--- config.mk ---
export PLATFORM = sky130hd
export DESIGN_NAME = rect_line_parser_unit
export DESIGN_NICKNAME = d
export VERILOG_FILES = /design/src/rtl/rlp_pkg.sv /design/src/rtl/rect_line_parser_unit.sv /design/src/rtl/rlp_scale.sv /design/src/rtl/rlp_dpath.sv /design/src/rtl/rlp_ctrl.sv
export VERILOG_INCLUDE_DIRS = /design/src /design/src/rtl
export SDC_FILE = /design/constraint.sdc
export NUM_CORES = 2
export LEC_CHECK = 0
export BUFFER_PORTS_ARGS = -buffer_cell sky130_fd_sc_hd__buf_2
export CAP_MARGIN = 20
export CORE_ASPECT_RATIO = 1.1
export CORE_MARGIN = 8
export CORE_UTILIZATION = 55
export CTS_BUF_LIST = sky130_fd_sc_hd__clkbuf_4 sky130_fd_sc_hd__clkbuf_8 sky130_fd_sc_hd__clkbuf_16
export DETAILED_ROUTE_END_ITERATION = 8
export PLACE_DENSITY_LB_ADDON = 0.1
export SLEW_MARGIN = 25
export SYNTH_ARGS = -nofsm -noshare
export SYNTH_HDL_FRONTEND = slang
export SYNTH_SLANG_ARGS = --single-unit
--- constraint.sdc ---
create_clock -name clock -period 9.9 [get_ports clock]
set_clock_uncertainty 0.05 [all_clocks]
set_input_delay 0.99 -clock clock [delete_from_list [all_inputs] [get_ports clock]]
set_output_delay 0.99 -clock clock [all_outputs]
set_load 0.05 [all_outputs]
--- src/rtl/rect_line_parser_unit_defines.svh ---
// Assertion macros shared by the rect line parser RTL.
// No dependencies; included by the modules that carry checks.
`ifndef RECT_LINE_PARSER_UNIT_DEFINES_SVH
`define RECT_LINE_PARSER_UNIT_DEFINES_SVH

`ifndef SYNTHESIS
`define RLP_ASSERT_IMPL(lbl, clk, rst, ante, cons) \
   lbl: assert property (@(posedge clk) disable iff (rst) (ante) |-> (cons)) \
      else $error("rect_line_parser: same-cycle check failed");
`define RLP_ASSERT_NEXT(lbl, clk, rst, ante, cons) \
   lbl: assert property (@(posedge clk) disable iff (rst) (ante) |=> (cons)) \
      else $error("rect_line_parser: next-cycle check failed");
`else
`define RLP_ASSERT_IMPL(lbl, clk, rst, ante, cons)
`define RLP_ASSERT_NEXT(lbl, clk, rst, ante, cons)
`endif

`endif

--- src/rtl/rlp_pkg.sv ---
// Shared types and constants for the rect line parser.
// No dependencies; imported by every module of the block.
`timescale 1ns / 1ps

package rlp_pkg;

   localparam int SCALE_BITS    = 16;
   localparam int SKIP_BITS     = 8;
   localparam int CSR_IDX_BITS  = 2;
   localparam int CSR_DATA_BITS = 16;
   localparam int OUT_BITS      = 32;

   localparam logic [CSR_IDX_BITS-1:0] CSR_SKIP_COUNT = 2'd0;
   localparam logic [CSR_IDX_BITS-1:0] CSR_SCALE_UP   = 2'd1;
   localparam logic [CSR_IDX_BITS-1:0] CSR_SCALE_DOWN = 2'd2;

   localparam logic [7:0] CH_MINUS = 8'h2D;
   localparam logic [7:0] CH_ZERO  = 8'h30;
   localparam logic [7:0] CH_NINE  = 8'h39;
   localparam logic [7:0] CH_S     = 8'h73;
   localparam logic [7:0] CH_E     = 8'h65;
   localparam logic [7:0] CH_NL    = 8'h0A;
   localparam logic [7:0] CH_SPACE = 8'h20;
   localparam logic [7:0] CH_TAB   = 8'h09;
   localparam logic [7:0] CH_CR    = 8'h0D;

   localparam logic [2:0] DIR_VALID = 3'h1;
   localparam logic [2:0] DIR_S     = 3'h2;
   localparam logic [2:0] DIR_E     = 3'h4;
   localparam logic [2:0] DIR_FAIL  = 3'h0;

   typedef struct packed {
      logic [7:0] char_byte;
      logic       end_of_file;
   } rlp_req_type;

   typedef struct packed {
      logic [2:0]                 direction;
      logic signed [OUT_BITS-1:0] x_low;
      logic signed [OUT_BITS-1:0] y_low;
      logic signed [OUT_BITS-1:0] x_high;
      logic signed [OUT_BITS-1:0] y_high;
   } rlp_rsp_type;

   typedef enum logic [2:0] {
      ST_IDLE,
      ST_SKIP,
      ST_DIGITS,
      ST_SPACE,
      ST_TRAIL,
      ST_DISCARD,
      ST_SCALE,
      ST_EMIT
   } rlp_state_type;

   typedef enum logic [2:0] {
      SC_IDLE,
      SC_MUL,
      SC_SIGN,
      SC_DIV,
      SC_FIX,
      SC_DONE
   } rlp_sc_state_type;

   // controller -> datapath
   typedef struct packed {
      logic       field_start;
      logic       neg_set;
      logic       digit_en;
      logic       store_en;
      logic [1:0] store_idx;
      logic       scale_start;
      logic [1:0] scale_idx;
      logic       dir_s;
      logic       dir_e;
      logic       dir_clear;
      logic       out_load;
      logic       out_good;
   } rlp_cmd_type;

   // datapath -> controller
   typedef struct packed {
      logic scale_done;
   } rlp_stat_type;

endpackage

--- src/rtl/rect_line_parser_unit.sv ---
// Rect line parser top level: configuration registers, controller and datapath.
// Depends on rlp_pkg, rlp_ctrl, rlp_dpath.
`timescale 1ns / 1ps

// Parses a text stream, one byte or EOF mark per item, into records of four
// signed decimal coordinates plus 's'/'e' direction flags; each record first
// drops skip_count items. One item is taken per cycle while parsing. When the
// fourth number ends, input stalls while the shared multiply/divide unit scales
// the four coordinates in turn: a multiply by scale_up, then with scale_down > 1
// a restoring divide (one quotient bit per cycle) and a sign fix. A line-end or
// EOF item is also held while a previous result is still waiting at the output
// register.
module rect_line_parser_unit #(
   parameter int COORD_BITS = 32
) (
   input  logic                              clock,
   input  logic                              reset,
   input  logic                              req_valid,
   output logic                              req_stall,
   input  rlp_pkg::rlp_req_type              req_data,
   output logic                              rsp_valid,
   input  logic                              rsp_stall,
   output rlp_pkg::rlp_rsp_type              rsp_data,
   input  logic                              csr_wr_en,
   input  logic [rlp_pkg::CSR_IDX_BITS-1:0]  csr_index,
   input  logic [rlp_pkg::CSR_DATA_BITS-1:0] csr_wdata
);
   import rlp_pkg::*;

   logic [SKIP_BITS-1:0]  skip_count_ff, skip_count_in;
   logic [SCALE_BITS-1:0] scale_up_ff, scale_up_in;
   logic [SCALE_BITS-1:0] scale_down_ff, scale_down_in;

   rlp_cmd_type  cmd;
   rlp_stat_type stat;

   always_comb begin
      skip_count_in = skip_count_ff;
      scale_up_in   = scale_up_ff;
      scale_down_in = scale_down_ff;
      if (csr_wr_en) begin
         unique case (csr_index)
            CSR_SKIP_COUNT: skip_count_in = csr_wdata[SKIP_BITS-1:0];
            CSR_SCALE_UP:   scale_up_in   = csr_wdata[SCALE_BITS-1:0];
            CSR_SCALE_DOWN: scale_down_in = csr_wdata[SCALE_BITS-1:0];
            default: ;
         endcase
      end
   end

   always_ff @(posedge clock) begin
      if (reset) begin
         skip_count_ff <= '0;
         scale_up_ff   <= SCALE_BITS'(1);
         scale_down_ff <= SCALE_BITS'(1);
      end else begin
         skip_count_ff <= skip_count_in;
         scale_up_ff   <= scale_up_in;
         scale_down_ff <= scale_down_in;
      end
   end

   rlp_ctrl u_ctrl (
      .clock      (clock),
      .reset      (reset),
      .req_valid  (req_valid),
      .req_stall  (req_stall),
      .req_data   (req_data),
      .rsp_valid  (rsp_valid),
      .rsp_stall  (rsp_stall),
      .skip_count (skip_count_ff),
      .cmd        (cmd),
      .stat       (stat)
   );

   rlp_dpath #(.COORD_BITS(COORD_BITS)) u_dpath (
      .clock      (clock),
      .reset      (reset),
      .cmd        (cmd),
      .char_byte  (req_data.char_byte),
      .scale_up   (scale_up_ff),
      .scale_down (scale_down_ff),
      .stat       (stat),
      .rsp_data   (rsp_data)
   );

endmodule

--- src/rtl/rlp_scale.sv ---
// Scaling: multiply by scale_up, then signed truncating divide by scale_down, each
// if above 1. Restoring divider, one quotient bit per cycle. Depends on rlp_pkg.
`timescale 1ns / 1ps
`include "rect_line_parser_unit_defines.svh"

module rlp_scale #(
   parameter int COORD_BITS = 32
) (
   input  logic                           clock,
   input  logic                           reset,
   input  logic                           start,
   input  logic [1:0]                     idx_in,
   input  logic [COORD_BITS-1:0]          value,
   input  logic [rlp_pkg::SCALE_BITS-1:0] scale_up,
   input  logic [rlp_pkg::SCALE_BITS-1:0] scale_down,
   output logic                           done,
   output logic [1:0]                     idx_out,
   output logic [COORD_BITS-1:0]          result
);
   import rlp_pkg::*;

   localparam int CNT_BITS  = $clog2(COORD_BITS);
   localparam int PROD_BITS = COORD_BITS + SCALE_BITS;

   rlp_sc_state_type sc_ff, sc_in;
   logic [COORD_BITS-1:0] val_ff, val_in;
   logic [COORD_BITS-1:0] quo_ff, quo_in;
   logic [SCALE_BITS-1:0] rem_ff, rem_in;
   logic                  neg_ff, neg_in;
   logic [CNT_BITS-1:0]   cnt_ff, cnt_in;
   logic [1:0]            idx_ff, idx_in_q;

   logic [PROD_BITS-1:0]  prod;
   logic [SCALE_BITS:0]   rem_sh;
   logic [SCALE_BITS+1:0] diff;
   logic                  take;
   logic                  last_bit;

   assign prod     = PROD_BITS'(val_ff) * PROD_BITS'(scale_up);
   assign rem_sh   = {rem_ff, quo_ff[COORD_BITS-1]};
   assign diff     = {1'b0, rem_sh} - {2'b00, scale_down};
   assign take     = !diff[SCALE_BITS+1];
   assign last_bit = (cnt_ff == CNT_BITS'(COORD_BITS - 1));

   // next state; a new start may arrive in the done cycle
   always_comb begin
      sc_in = sc_ff;
      unique case (sc_ff)
         SC_IDLE: if (start) sc_in = SC_MUL;
         SC_MUL:  sc_in = SC_SIGN;
         SC_SIGN: sc_in = (scale_down > SCALE_BITS'(1)) ? SC_DIV : SC_DONE;
         SC_DIV:  if (last_bit) sc_in = SC_FIX;
         SC_FIX:  sc_in = SC_DONE;
         SC_DONE: sc_in = start ? SC_MUL : SC_IDLE;
         default: sc_in = SC_IDLE;
      endcase
   end

   // outputs
   always_comb begin
      done    = (sc_ff == SC_DONE);
      idx_out = idx_ff;
      result  = val_ff;
   end

   // datapath registers
   always_comb begin
      val_in   = val_ff;
      quo_in   = quo_ff;
      rem_in   = rem_ff;
      neg_in   = neg_ff;
      cnt_in   = cnt_ff;
      idx_in_q = idx_ff;
      case (sc_ff)
         SC_IDLE, SC_DONE: begin
            if (start) begin
               val_in   = value;
               idx_in_q = idx_in;
            end
         end
         SC_MUL: begin
            if (scale_up > SCALE_BITS'(1)) val_in = prod[COORD_BITS-1:0];
         end
         SC_SIGN: begin
            neg_in = val_ff[COORD_BITS-1];
            quo_in = val_ff[COORD_BITS-1] ? (~val_ff + COORD_BITS'(1)) : val_ff;
            rem_in = '0;
            cnt_in = '0;
         end
         SC_DIV: begin
            rem_in = take ? diff[SCALE_BITS-1:0] : rem_sh[SCALE_BITS-1:0];
            quo_in = {quo_ff[COORD_BITS-2:0], take};
            cnt_in = cnt_ff + CNT_BITS'(1);
         end
         SC_FIX: begin
            val_in = neg_ff ? (~quo_ff + COORD_BITS'(1)) : quo_ff;
         end
         default: ;
      endcase
   end

   always_ff @(posedge clock) begin
      if (reset) begin
         sc_ff <= SC_IDLE;
      end else begin
         sc_ff <= sc_in;
      end
      val_ff <= val_in;
      quo_ff <= quo_in;
      rem_ff <= rem_in;
      neg_ff <= neg_in;
      cnt_ff <= cnt_in;
      idx_ff <= idx_in_q;
   end

   `RLP_ASSERT_IMPL(a_start_when_idle, clock, reset, start, (sc_ff == SC_IDLE) || (sc_ff == SC_DONE))
   `RLP_ASSERT_NEXT(a_done_single, clock, reset, done, !done)
   `RLP_ASSERT_IMPL(a_rem_below_div, clock, reset, sc_ff == SC_DIV, rem_ff < scale_down)

endmodule

--- src/rtl/rlp_dpath.sv ---
// Datapath: digit accumulator, coordinate store, direction bits, result register.
// Depends on rlp_pkg and rlp_scale.
`timescale 1ns / 1ps

module rlp_dpath #(
   parameter int COORD_BITS = 32
) (
   input  logic                           clock,
   input  logic                           reset,
   input  rlp_pkg::rlp_cmd_type           cmd,
   input  logic [7:0]                     char_byte,
   input  logic [rlp_pkg::SCALE_BITS-1:0] scale_up,
   input  logic [rlp_pkg::SCALE_BITS-1:0] scale_down,
   output rlp_pkg::rlp_stat_type          stat,
   output rlp_pkg::rlp_rsp_type           rsp_data
);
   import rlp_pkg::*;

   logic [COORD_BITS-1:0] acc_ff, acc_in;
   logic                  neg_ff, neg_in;
   logic [1:0]            dir_ff, dir_in;
   logic [COORD_BITS-1:0] coord_ff [4];
   rlp_rsp_type           rsp_ff, rsp_in;

   logic [COORD_BITS-1:0] base_acc;
   logic                  base_neg;
   logic [3:0]            dval;
   logic [COORD_BITS-1:0] acc_next;
   logic [COORD_BITS-1:0] store_val;

   logic                  sc_done;
   logic [1:0]            sc_idx;
   logic [COORD_BITS-1:0] sc_result;

   rlp_scale #(.COORD_BITS(COORD_BITS)) u_scale (
      .clock      (clock),
      .reset      (reset),
      .start      (cmd.scale_start),
      .idx_in     (cmd.scale_idx),
      .value      (coord_ff[cmd.scale_idx]),
      .scale_up   (scale_up),
      .scale_down (scale_down),
      .done       (sc_done),
      .idx_out    (sc_idx),
      .result     (sc_result)
   );

   assign stat.scale_done = sc_done;
   assign rsp_data        = rsp_ff;

   always_comb begin
      base_acc  = cmd.field_start ? '0 : acc_ff;
      base_neg  = cmd.field_start ? 1'b0 : neg_ff;
      dval      = 4'(char_byte - CH_ZERO);
      // acc * 10 + digit
      acc_next  = (base_acc << 3) + (base_acc << 1) + COORD_BITS'(dval);
      store_val = base_neg ? (~base_acc + COORD_BITS'(1)) : base_acc;
   end

   always_comb begin
      acc_in = acc_ff;
      neg_in = neg_ff;
      if (cmd.store_en) begin
         acc_in = '0;
         neg_in = 1'b0;
      end else if (cmd.digit_en) begin
         acc_in = acc_next;
         neg_in = base_neg;
      end else if (cmd.field_start) begin
         acc_in = '0;
         neg_in = cmd.neg_set;
      end
   end

   always_comb begin
      if (cmd.dir_clear) dir_in = 2'b00;
      else               dir_in = dir_ff | {cmd.dir_e, cmd.dir_s};
   end

   always_comb begin
      rsp_in = rsp_ff;
      if (cmd.out_load) begin
         if (cmd.out_good) begin
            rsp_in.direction = DIR_VALID | (dir_ff[0] ? DIR_S : DIR_FAIL)
                                         | (dir_ff[1] ? DIR_E : DIR_FAIL);
            rsp_in.x_low  = OUT_BITS'($signed(coord_ff[0]));
            rsp_in.y_low  = OUT_BITS'($signed(coord_ff[1]));
            rsp_in.x_high = OUT_BITS'($signed(coord_ff[2]));
            rsp_in.y_high = OUT_BITS'($signed(coord_ff[3]));
         end else begin
            rsp_in.direction = DIR_FAIL;
            rsp_in.x_low     = '0;
            rsp_in.y_low     = '0;
            rsp_in.x_high    = '0;
            rsp_in.y_high    = '0;
         end
      end
   end

   always_ff @(posedge clock) begin
      if (reset) begin
         acc_ff <= '0;
         neg_ff <= 1'b0;
         dir_ff <= 2'b00;
      end else begin
         acc_ff <= acc_in;
         neg_ff <= neg_in;
         dir_ff <= dir_in;
      end
   end

   // store writes and scaler write-back never land in the same cycle
   always_ff @(posedge clock) begin
      if (cmd.store_en) coord_ff[cmd.store_idx] <= store_val;
      if (sc_done)      coord_ff[sc_idx]        <= sc_result;
      rsp_ff <= rsp_in;
   end

endmodule

--- src/rtl/rlp_ctrl.sv ---
// Record controller: phase sequencing, skip count, field index, result handshake.
// Depends on rlp_pkg; drives the datapath through rlp_cmd_type.
`timescale 1ns / 1ps
`include "rect_line_parser_unit_defines.svh"

module rlp_ctrl (
   input  logic                          clock,
   input  logic                          reset,
   input  logic                          req_valid,
   output logic                          req_stall,
   input  rlp_pkg::rlp_req_type          req_data,
   output logic                          rsp_valid,
   input  logic                          rsp_stall,
   input  logic [rlp_pkg::SKIP_BITS-1:0] skip_count,
   output rlp_pkg::rlp_cmd_type          cmd,
   input  rlp_pkg::rlp_stat_type         stat
);
   import rlp_pkg::*;

   rlp_state_type        state_ff, state_in;
   logic [1:0]           field_ff, field_in;
   logic [SKIP_BITS-1:0] skip_left_ff, skip_left_in;
   logic                 fin_after_ff, fin_after_in;
   logic                 rsp_valid_ff, rsp_valid_in;

   logic                 eof;
   logic [7:0]           ch;
   logic                 is_dig, is_sp, is_minus, is_s, is_e, line_end;
   logic                 out_free, accept;
   logic                 skip_phase, skipping;
   logic [SKIP_BITS-1:0] eff_skip;
   logic                 enter_field, in_digits, field_end, last_field;
   logic [1:0]           cur_field;

   // byte classes and phase decode
   always_comb begin
      eof      = req_data.end_of_file;
      ch       = req_data.char_byte;
      is_dig   = !eof && (ch >= CH_ZERO) && (ch <= CH_NINE);
      is_sp    = !eof && ((ch == CH_SPACE) || ((ch >= CH_TAB) && (ch <= CH_CR)));
      is_minus = !eof && (ch == CH_MINUS);
      is_s     = !eof && (ch == CH_S);
      is_e     = !eof && (ch == CH_E);
      line_end = eof || (ch == CH_NL);

      out_free = !rsp_valid_ff || !rsp_stall;
      // only a line end or EOF item can finish a record from the input side
      req_stall = (state_ff == ST_SCALE) || (state_ff == ST_EMIT)
                  || (!out_free && line_end);
      accept = req_valid && !req_stall;

      skip_phase  = (state_ff == ST_IDLE) || (state_ff == ST_SKIP);
      eff_skip    = (state_ff == ST_IDLE) ? skip_count : skip_left_ff;
      skipping    = skip_phase && (eff_skip != '0);
      enter_field = (skip_phase && (eff_skip == '0)) || ((state_ff == ST_SPACE) && !is_sp);
      if (skip_phase)                 cur_field = 2'd0;
      else if (state_ff == ST_SPACE)  cur_field = field_ff + 2'd1;
      else                            cur_field = field_ff;
      in_digits  = (state_ff == ST_DIGITS) || (enter_field && !is_minus);
      field_end  = in_digits && !is_dig;
      last_field = (cur_field == 2'd3);
   end

   // next state
   always_comb begin
      state_in = state_ff;
      unique case (state_ff) inside
         ST_IDLE, ST_SKIP, ST_DIGITS, ST_SPACE: begin
            if (accept) begin
               if (skipping)                             state_in = ST_SKIP;
               else if ((state_ff == ST_SPACE) && is_sp) state_in = ST_SPACE;
               else if (!field_end)                      state_in = ST_DIGITS;
               else if (last_field)                      state_in = ST_SCALE;
               else if (is_sp)                           state_in = ST_SPACE;
               else if (eof)                             state_in = ST_IDLE;
               else                                      state_in = ST_DISCARD;
            end
         end
         ST_TRAIL, ST_DISCARD: begin
            if (accept && line_end) state_in = ST_IDLE;
         end
         ST_SCALE: begin
            if (stat.scale_done && (field_ff == 2'd3))
               state_in = fin_after_ff ? ST_EMIT : ST_TRAIL;
         end
         ST_EMIT: begin
            if (out_free) state_in = ST_IDLE;
         end
         default: state_in = ST_IDLE;
      endcase
   end

   // datapath commands
   always_comb begin
      cmd           = '0;
      cmd.store_idx = cur_field;
      cmd.scale_idx = field_ff + 2'd1;
      unique case (state_ff) inside
         ST_IDLE, ST_SKIP, ST_DIGITS, ST_SPACE: begin
            if (accept) begin
               cmd.field_start = enter_field;
               cmd.neg_set     = enter_field && is_minus;
               cmd.digit_en    = in_digits && is_dig;
               cmd.store_en    = field_end;
               if (field_end && last_field) begin
                  cmd.scale_start = 1'b1;
                  cmd.scale_idx   = 2'd0;
               end
               if (field_end && !last_field && eof) begin
                  cmd.out_load  = 1'b1;
                  cmd.dir_clear = 1'b1;
               end
            end
         end
         ST_TRAIL: begin
            if (accept) begin
               if (line_end) begin
                  cmd.out_load  = 1'b1;
                  cmd.out_good  = 1'b1;
                  cmd.dir_clear = 1'b1;
               end else begin
                  cmd.dir_s = is_s;
                  cmd.dir_e = is_e;
               end
            end
         end
         ST_DISCARD: begin
            if (accept && line_end) begin
               cmd.out_load  = 1'b1;
               cmd.dir_clear = 1'b1;
            end
         end
         ST_SCALE: begin
            cmd.scale_start = stat.scale_done && (field_ff != 2'd3);
         end
         ST_EMIT: begin
            if (out_free) begin
               cmd.out_load  = 1'b1;
               cmd.out_good  = 1'b1;
               cmd.dir_clear = 1'b1;
            end
         end
         default: ;
      endcase
   end

   // counters and flags
   always_comb begin
      field_in     = field_ff;
      skip_left_in = skip_left_ff;
      fin_after_in = fin_after_ff;
      if (accept && skipping) skip_left_in = eff_skip - SKIP_BITS'(1);
      if (accept && enter_field) field_in = cur_field;
      if (accept && field_end && last_field) begin
         field_in     = 2'd0;   // reused as the scaling index
         fin_after_in = line_end;
      end
      if (stat.scale_done) field_in = field_ff + 2'd1;
      if (cmd.out_load) field_in = 2'd0;
      rsp_valid_in = cmd.out_load || (rsp_valid_ff && rsp_stall);
   end

   assign rsp_valid = rsp_valid_ff;

   always_ff @(posedge clock) begin
      if (reset) begin
         state_ff     <= ST_IDLE;
         field_ff     <= 2'd0;
         skip_left_ff <= '0;
         fin_after_ff <= 1'b0;
         rsp_valid_ff <= 1'b0;
      end else begin
         state_ff     <= state_in;
         field_ff     <= field_in;
         skip_left_ff <= skip_left_in;
         fin_after_ff <= fin_after_in;
         rsp_valid_ff <= rsp_valid_in;
      end
   end

   `RLP_ASSERT_IMPL(a_done_in_scale, clock, reset, stat.scale_done, state_ff == ST_SCALE)
   `RLP_ASSERT_IMPL(a_load_slot_free, clock, reset, cmd.out_load, out_free)
   `RLP_ASSERT_IMPL(a_emit_line_end, clock, reset, state_ff == ST_EMIT, fin_after_ff)
   `RLP_ASSERT_IMPL(a_idle_field_zero, clock, reset, state_ff == ST_IDLE, field_ff == 2'd0)

endmodule

==> flow_metrics.py <==
metrics = {
    "status": {
        "run_status": "completed",
    },
    "setup_path": {
        "critPathSlowestCell": "edfxtp_1",
        "r2r_cells": 21,
        "cp_max_fo": 24,
        "worstPathArrival_ns": 7.66,
        "critPathBufInv": 5,
        "cp_data_required_time_ns": 10.18,
        "cp_common_cell": "fa_1",
        "critPathKind": "reg2reg",
        "crit_cells": 21,
        "critPathMaxStageDelay_ns": 1.05,
        "cp-end-kind": "register",
        "crit_path_start_kind": "register",
        "cpLargestDelayFamily": "adder cells",
        "worstPathCellList": "nand2_1 -> fa_1 -> inv_1 -> fa_1 -> inv_1 -> fa_1 -> inv_1 -> fa_1 -> fa_1 -> inv_1 -> fa_1 -> inv_1 -> ha_1 -> a21oi_1 -> o21ai_0 -> a221oi_1 -> o221ai_1 -> o41ai_1 -> o21ai_0 -> xor2_1 -> a221o_1",
    },
    "global_route": {
        "antenna_found_initial": 0,
        "grt_max_degree": 132,
        "grt_pass1_vias": 27701,
        "grt.overflow.total": 0,
        "grt_use_total": 0.267,
        "grt_pass1_wl_um": 154000,
    },
    "placed_design": {
        "gp_congestion": 0.892,
        "dp_hpwl_um": 69900,
        "numPortBuffers": 164,
    },
    "clock_network": {
        "cts_resized": 0,
        "cts_tree": "done",
        "cts_num_sinks": 440,
        "cts-buffers-inserted": 48,
        "cts_max_level": 2,
        "cts_hold_buf": 0,
        "clock_latency_ns": 0.61,
        "cts-root-buf": "clkbuf_16",
        "post_cts_buffers": 0,
        "clockBufferDepth": 3,
        "clkTransAtPathRegs_ns": 0.06,
    },
    "timing": {
        "final-setup-viol-count": 0,
        "max_slew_margin": 0.230,
        "slew_violations": 0,
        "rsz0062_at_grt": "no",
        "finalCriticalPeriod_ns": 7.37,
        "timing.fmax_mhz": 136,
        "max_slew.worst_pin.slew_ns": 1.15,
        "finalHoldViolCount": 0,
        "finalSetupTns_ns": 0,
        "min_period_over_period": 0.745,
    },
    "drt": {
        "vias": 27255,
        "wl_um": 98000,
        "first_pass_iters": 6,
        "first_iter_violations": 2267,
        "via_per_inst": 5.82,
        "avgRoutedWirePerCell_um": 20.9,
        "drc_errors": 0,
        "postRouteAntennaNets": 0,
    },
    "run": {
        "drv_cap": 0,
    },
    "power": {
        "total_leakage_power_nw": 16.2,
        "ir_worst_vdd_v": 0.000156,
        "power_density_nw_per_um2": 154,
        "power_w": 0.00595,
    },
    "logic_synthesis": {
        "synth_edf_count": 347,
        "ys_types": 77,
        "ys_seq_elements": 440,
        "yosysWarnings": 0,
        "syn_area_um2": 35500,
        "netlist_instances": 3765,
        "syn-num-nets": 4251,
        "syn_avg_cell_area_um2": 9.44,
        "synthArstFlopShare": 0,
        "ys_seq_area_frac": 0.345,
        "synth_ff_type": "edfxtp_1",
    },
    "cells_and_area": {
        "mostFrequentLayoutCell": "nand2_1",
        "final_cell_mix": "nand2_1, inv_1, edfxtp_1",
        "antenna_cells": 0,
        "final_layout_size_suffix_gt1_frac": 0.0955,
        "fin_nets": 4290,
        "area_growth_pct": 8.87,
    },
    "floorplan": {
        "die_h_um": 283,
        "die-area_um2": 73000,
        "start_util": 0.557,
        "std_cell_rows": 97,
        "ios": 165,
        "die_w_um": 258,
        "core_um2": 63800,
    },
    "min_path": {
        "min_path_cells": 2,
        "hold_path_class": "reg2reg",
    },
}
==> power by group <==
| group | switching [W] | internal, W | leakage, nW | total, W |
|---|---|---|---|---|
| registers | 0.0000992 | 0.00220 | 3.97 | 0.00230 |
| clock network | 0.000770 | 0.00107 | 0.809 | 0.00184 |
| logic | 0.00127 | 0.000541 | 11.5 | 0.00181 |
==> per-layer routing <==
metal	vias up	GRT usage	routed length [um]
li1	12643	-	-
met1	13319	0.340	38900
met2	1082	0.459	48000
met3	211	0.0352	7040
met4	0	0.110	4090
met5	-	0	0
==> cell type report <==
class / count / area, um^2
inverters: 407 / 1530
flip-flops and latches: 440 / 12300
multi-input cells: 2682 / 20900
clock buffers: 61 / 1340
fillers: 5606 / 25100
clock inverters: 28 / 274
repair buffers: 225 / 1280
well taps: 841 / 1050
==> state kept, by name, summed over array words and instances, names as in the netlist <==
| name | cells |
|---|---|
| u_dpath.u_scale.rem_ff | 16 |
| u_dpath.acc_ff | 32 |
| u_ctrl.field_ff | 2 |
| u_ctrl.state_ff | 3 |
| u_dpath.u_scale.quo_ff | 32 |
| u_dpath.u_scale.cnt_ff | 5 |
| u_ctrl.rsp_valid | 1 |
| u_ctrl.skip_left_ff | 8 |
| u_dpath.u_scale.result | 32 |
| u_dpath.u_scale.idx_out | 2 |
| u_ctrl.fin_after_ff | 1 |
| scale_up_ff | 16 |
| u_dpath.dir_ff | 2 |
| u_dpath.neg_ff | 1 |
| scale_down_ff | 16 |
| u_dpath.u_scale.sc_ff | 3 |
| u_dpath.u_scale.neg_ff | 1 |
| u_dpath.coord_ff | 128 |
| skip_count_ff | 8 |
| u_dpath.rsp_data | 131 |
==> worst paths after layout <==
kind	start	endpoint	slack, ns
worst min register to register	scale_up_ff[10]	scale_up_ff[10]	0.41
worst max-delay path	u_dpath.u_scale.result[7]	u_dpath.u_scale.result[30]	2.53
worst min-delay path	scale_up_ff[10]	scale_up_ff[10]	0.41
worst max register to register	u_dpath.u_scale.result[7]	u_dpath.u_scale.result[30]	2.53
==> cells in the mapped netlist (all sizes together), types with 90 or more instances <==
| cell type | count | area share |
|---|---|---|
| a21oi | 162 | 0.023 |
| and2 | 313 | 0.055 |
| clkbuf | 217 | 0.023 |
| dfxtp | 93 | 0.052 |
| edfxtp | 347 | 0.29 |
| fa | 307 | 0.17 |
| ha | 147 | 0.052 |
| inv | 407 | 0.043 |
| nand2 | 671 | 0.071 |
| nor2 | 178 | 0.019 |
| o21ai | 96 | 0.014 |
| o31ai | 101 | 0.022 |
| xnor2 | 90 | 0.022 |
==> cell families (layout without fill, tap and decap cells) <==
kind of cell / count (synthesis) / count (layout) / share of synthesized area
muxes: 77 / 77 / 0.0225
xor gates and xnor gates: 179 / 179 / 0.0443
AOI/OAI and AO/OA: 599 / 599 / 0.112
adders and majority gates: 454 / 454 / 0.225
and+or+nand+nor: 1373 / 1373 / 0.183
buffers and inverters: 643 / 721 / 0.0680
DFF: 440 / 440 / 0.345
==> worst min-delay path: cells and delay by family, from the launching register on <==
| kind | cells | cell delay [ns] |
|---|---|---|
| simple gates | 1 | 0.05 |
| compound gates | 1 | 0.05 |
| flops | 1 | 0.31 |
==> stage by stage <==
| step | hold slack (ns) | std cells | cell area (um^2) | setup slack (ns) | util |
|---|---|---|---|---|---|
| floorplan | 0.374 | 3765 | 35500 | 3.27 | - |
| global placement | 0.394 | 4595 | 37100 | 2.82 | 0.581 |
| detailed placement | 0.398 | 4595 | 37100 | 2.65 | 0.581 |
| CTS | 0.407 | 4684 | 38700 | 2.62 | 0.606 |
| global route | 0.431 | 4684 | 38700 | 2.11 | 0.606 |
| finish | 0.409 | 4684 | 38700 | 2.53 | 0.606 |
Power figures use the tool's default switching activity.
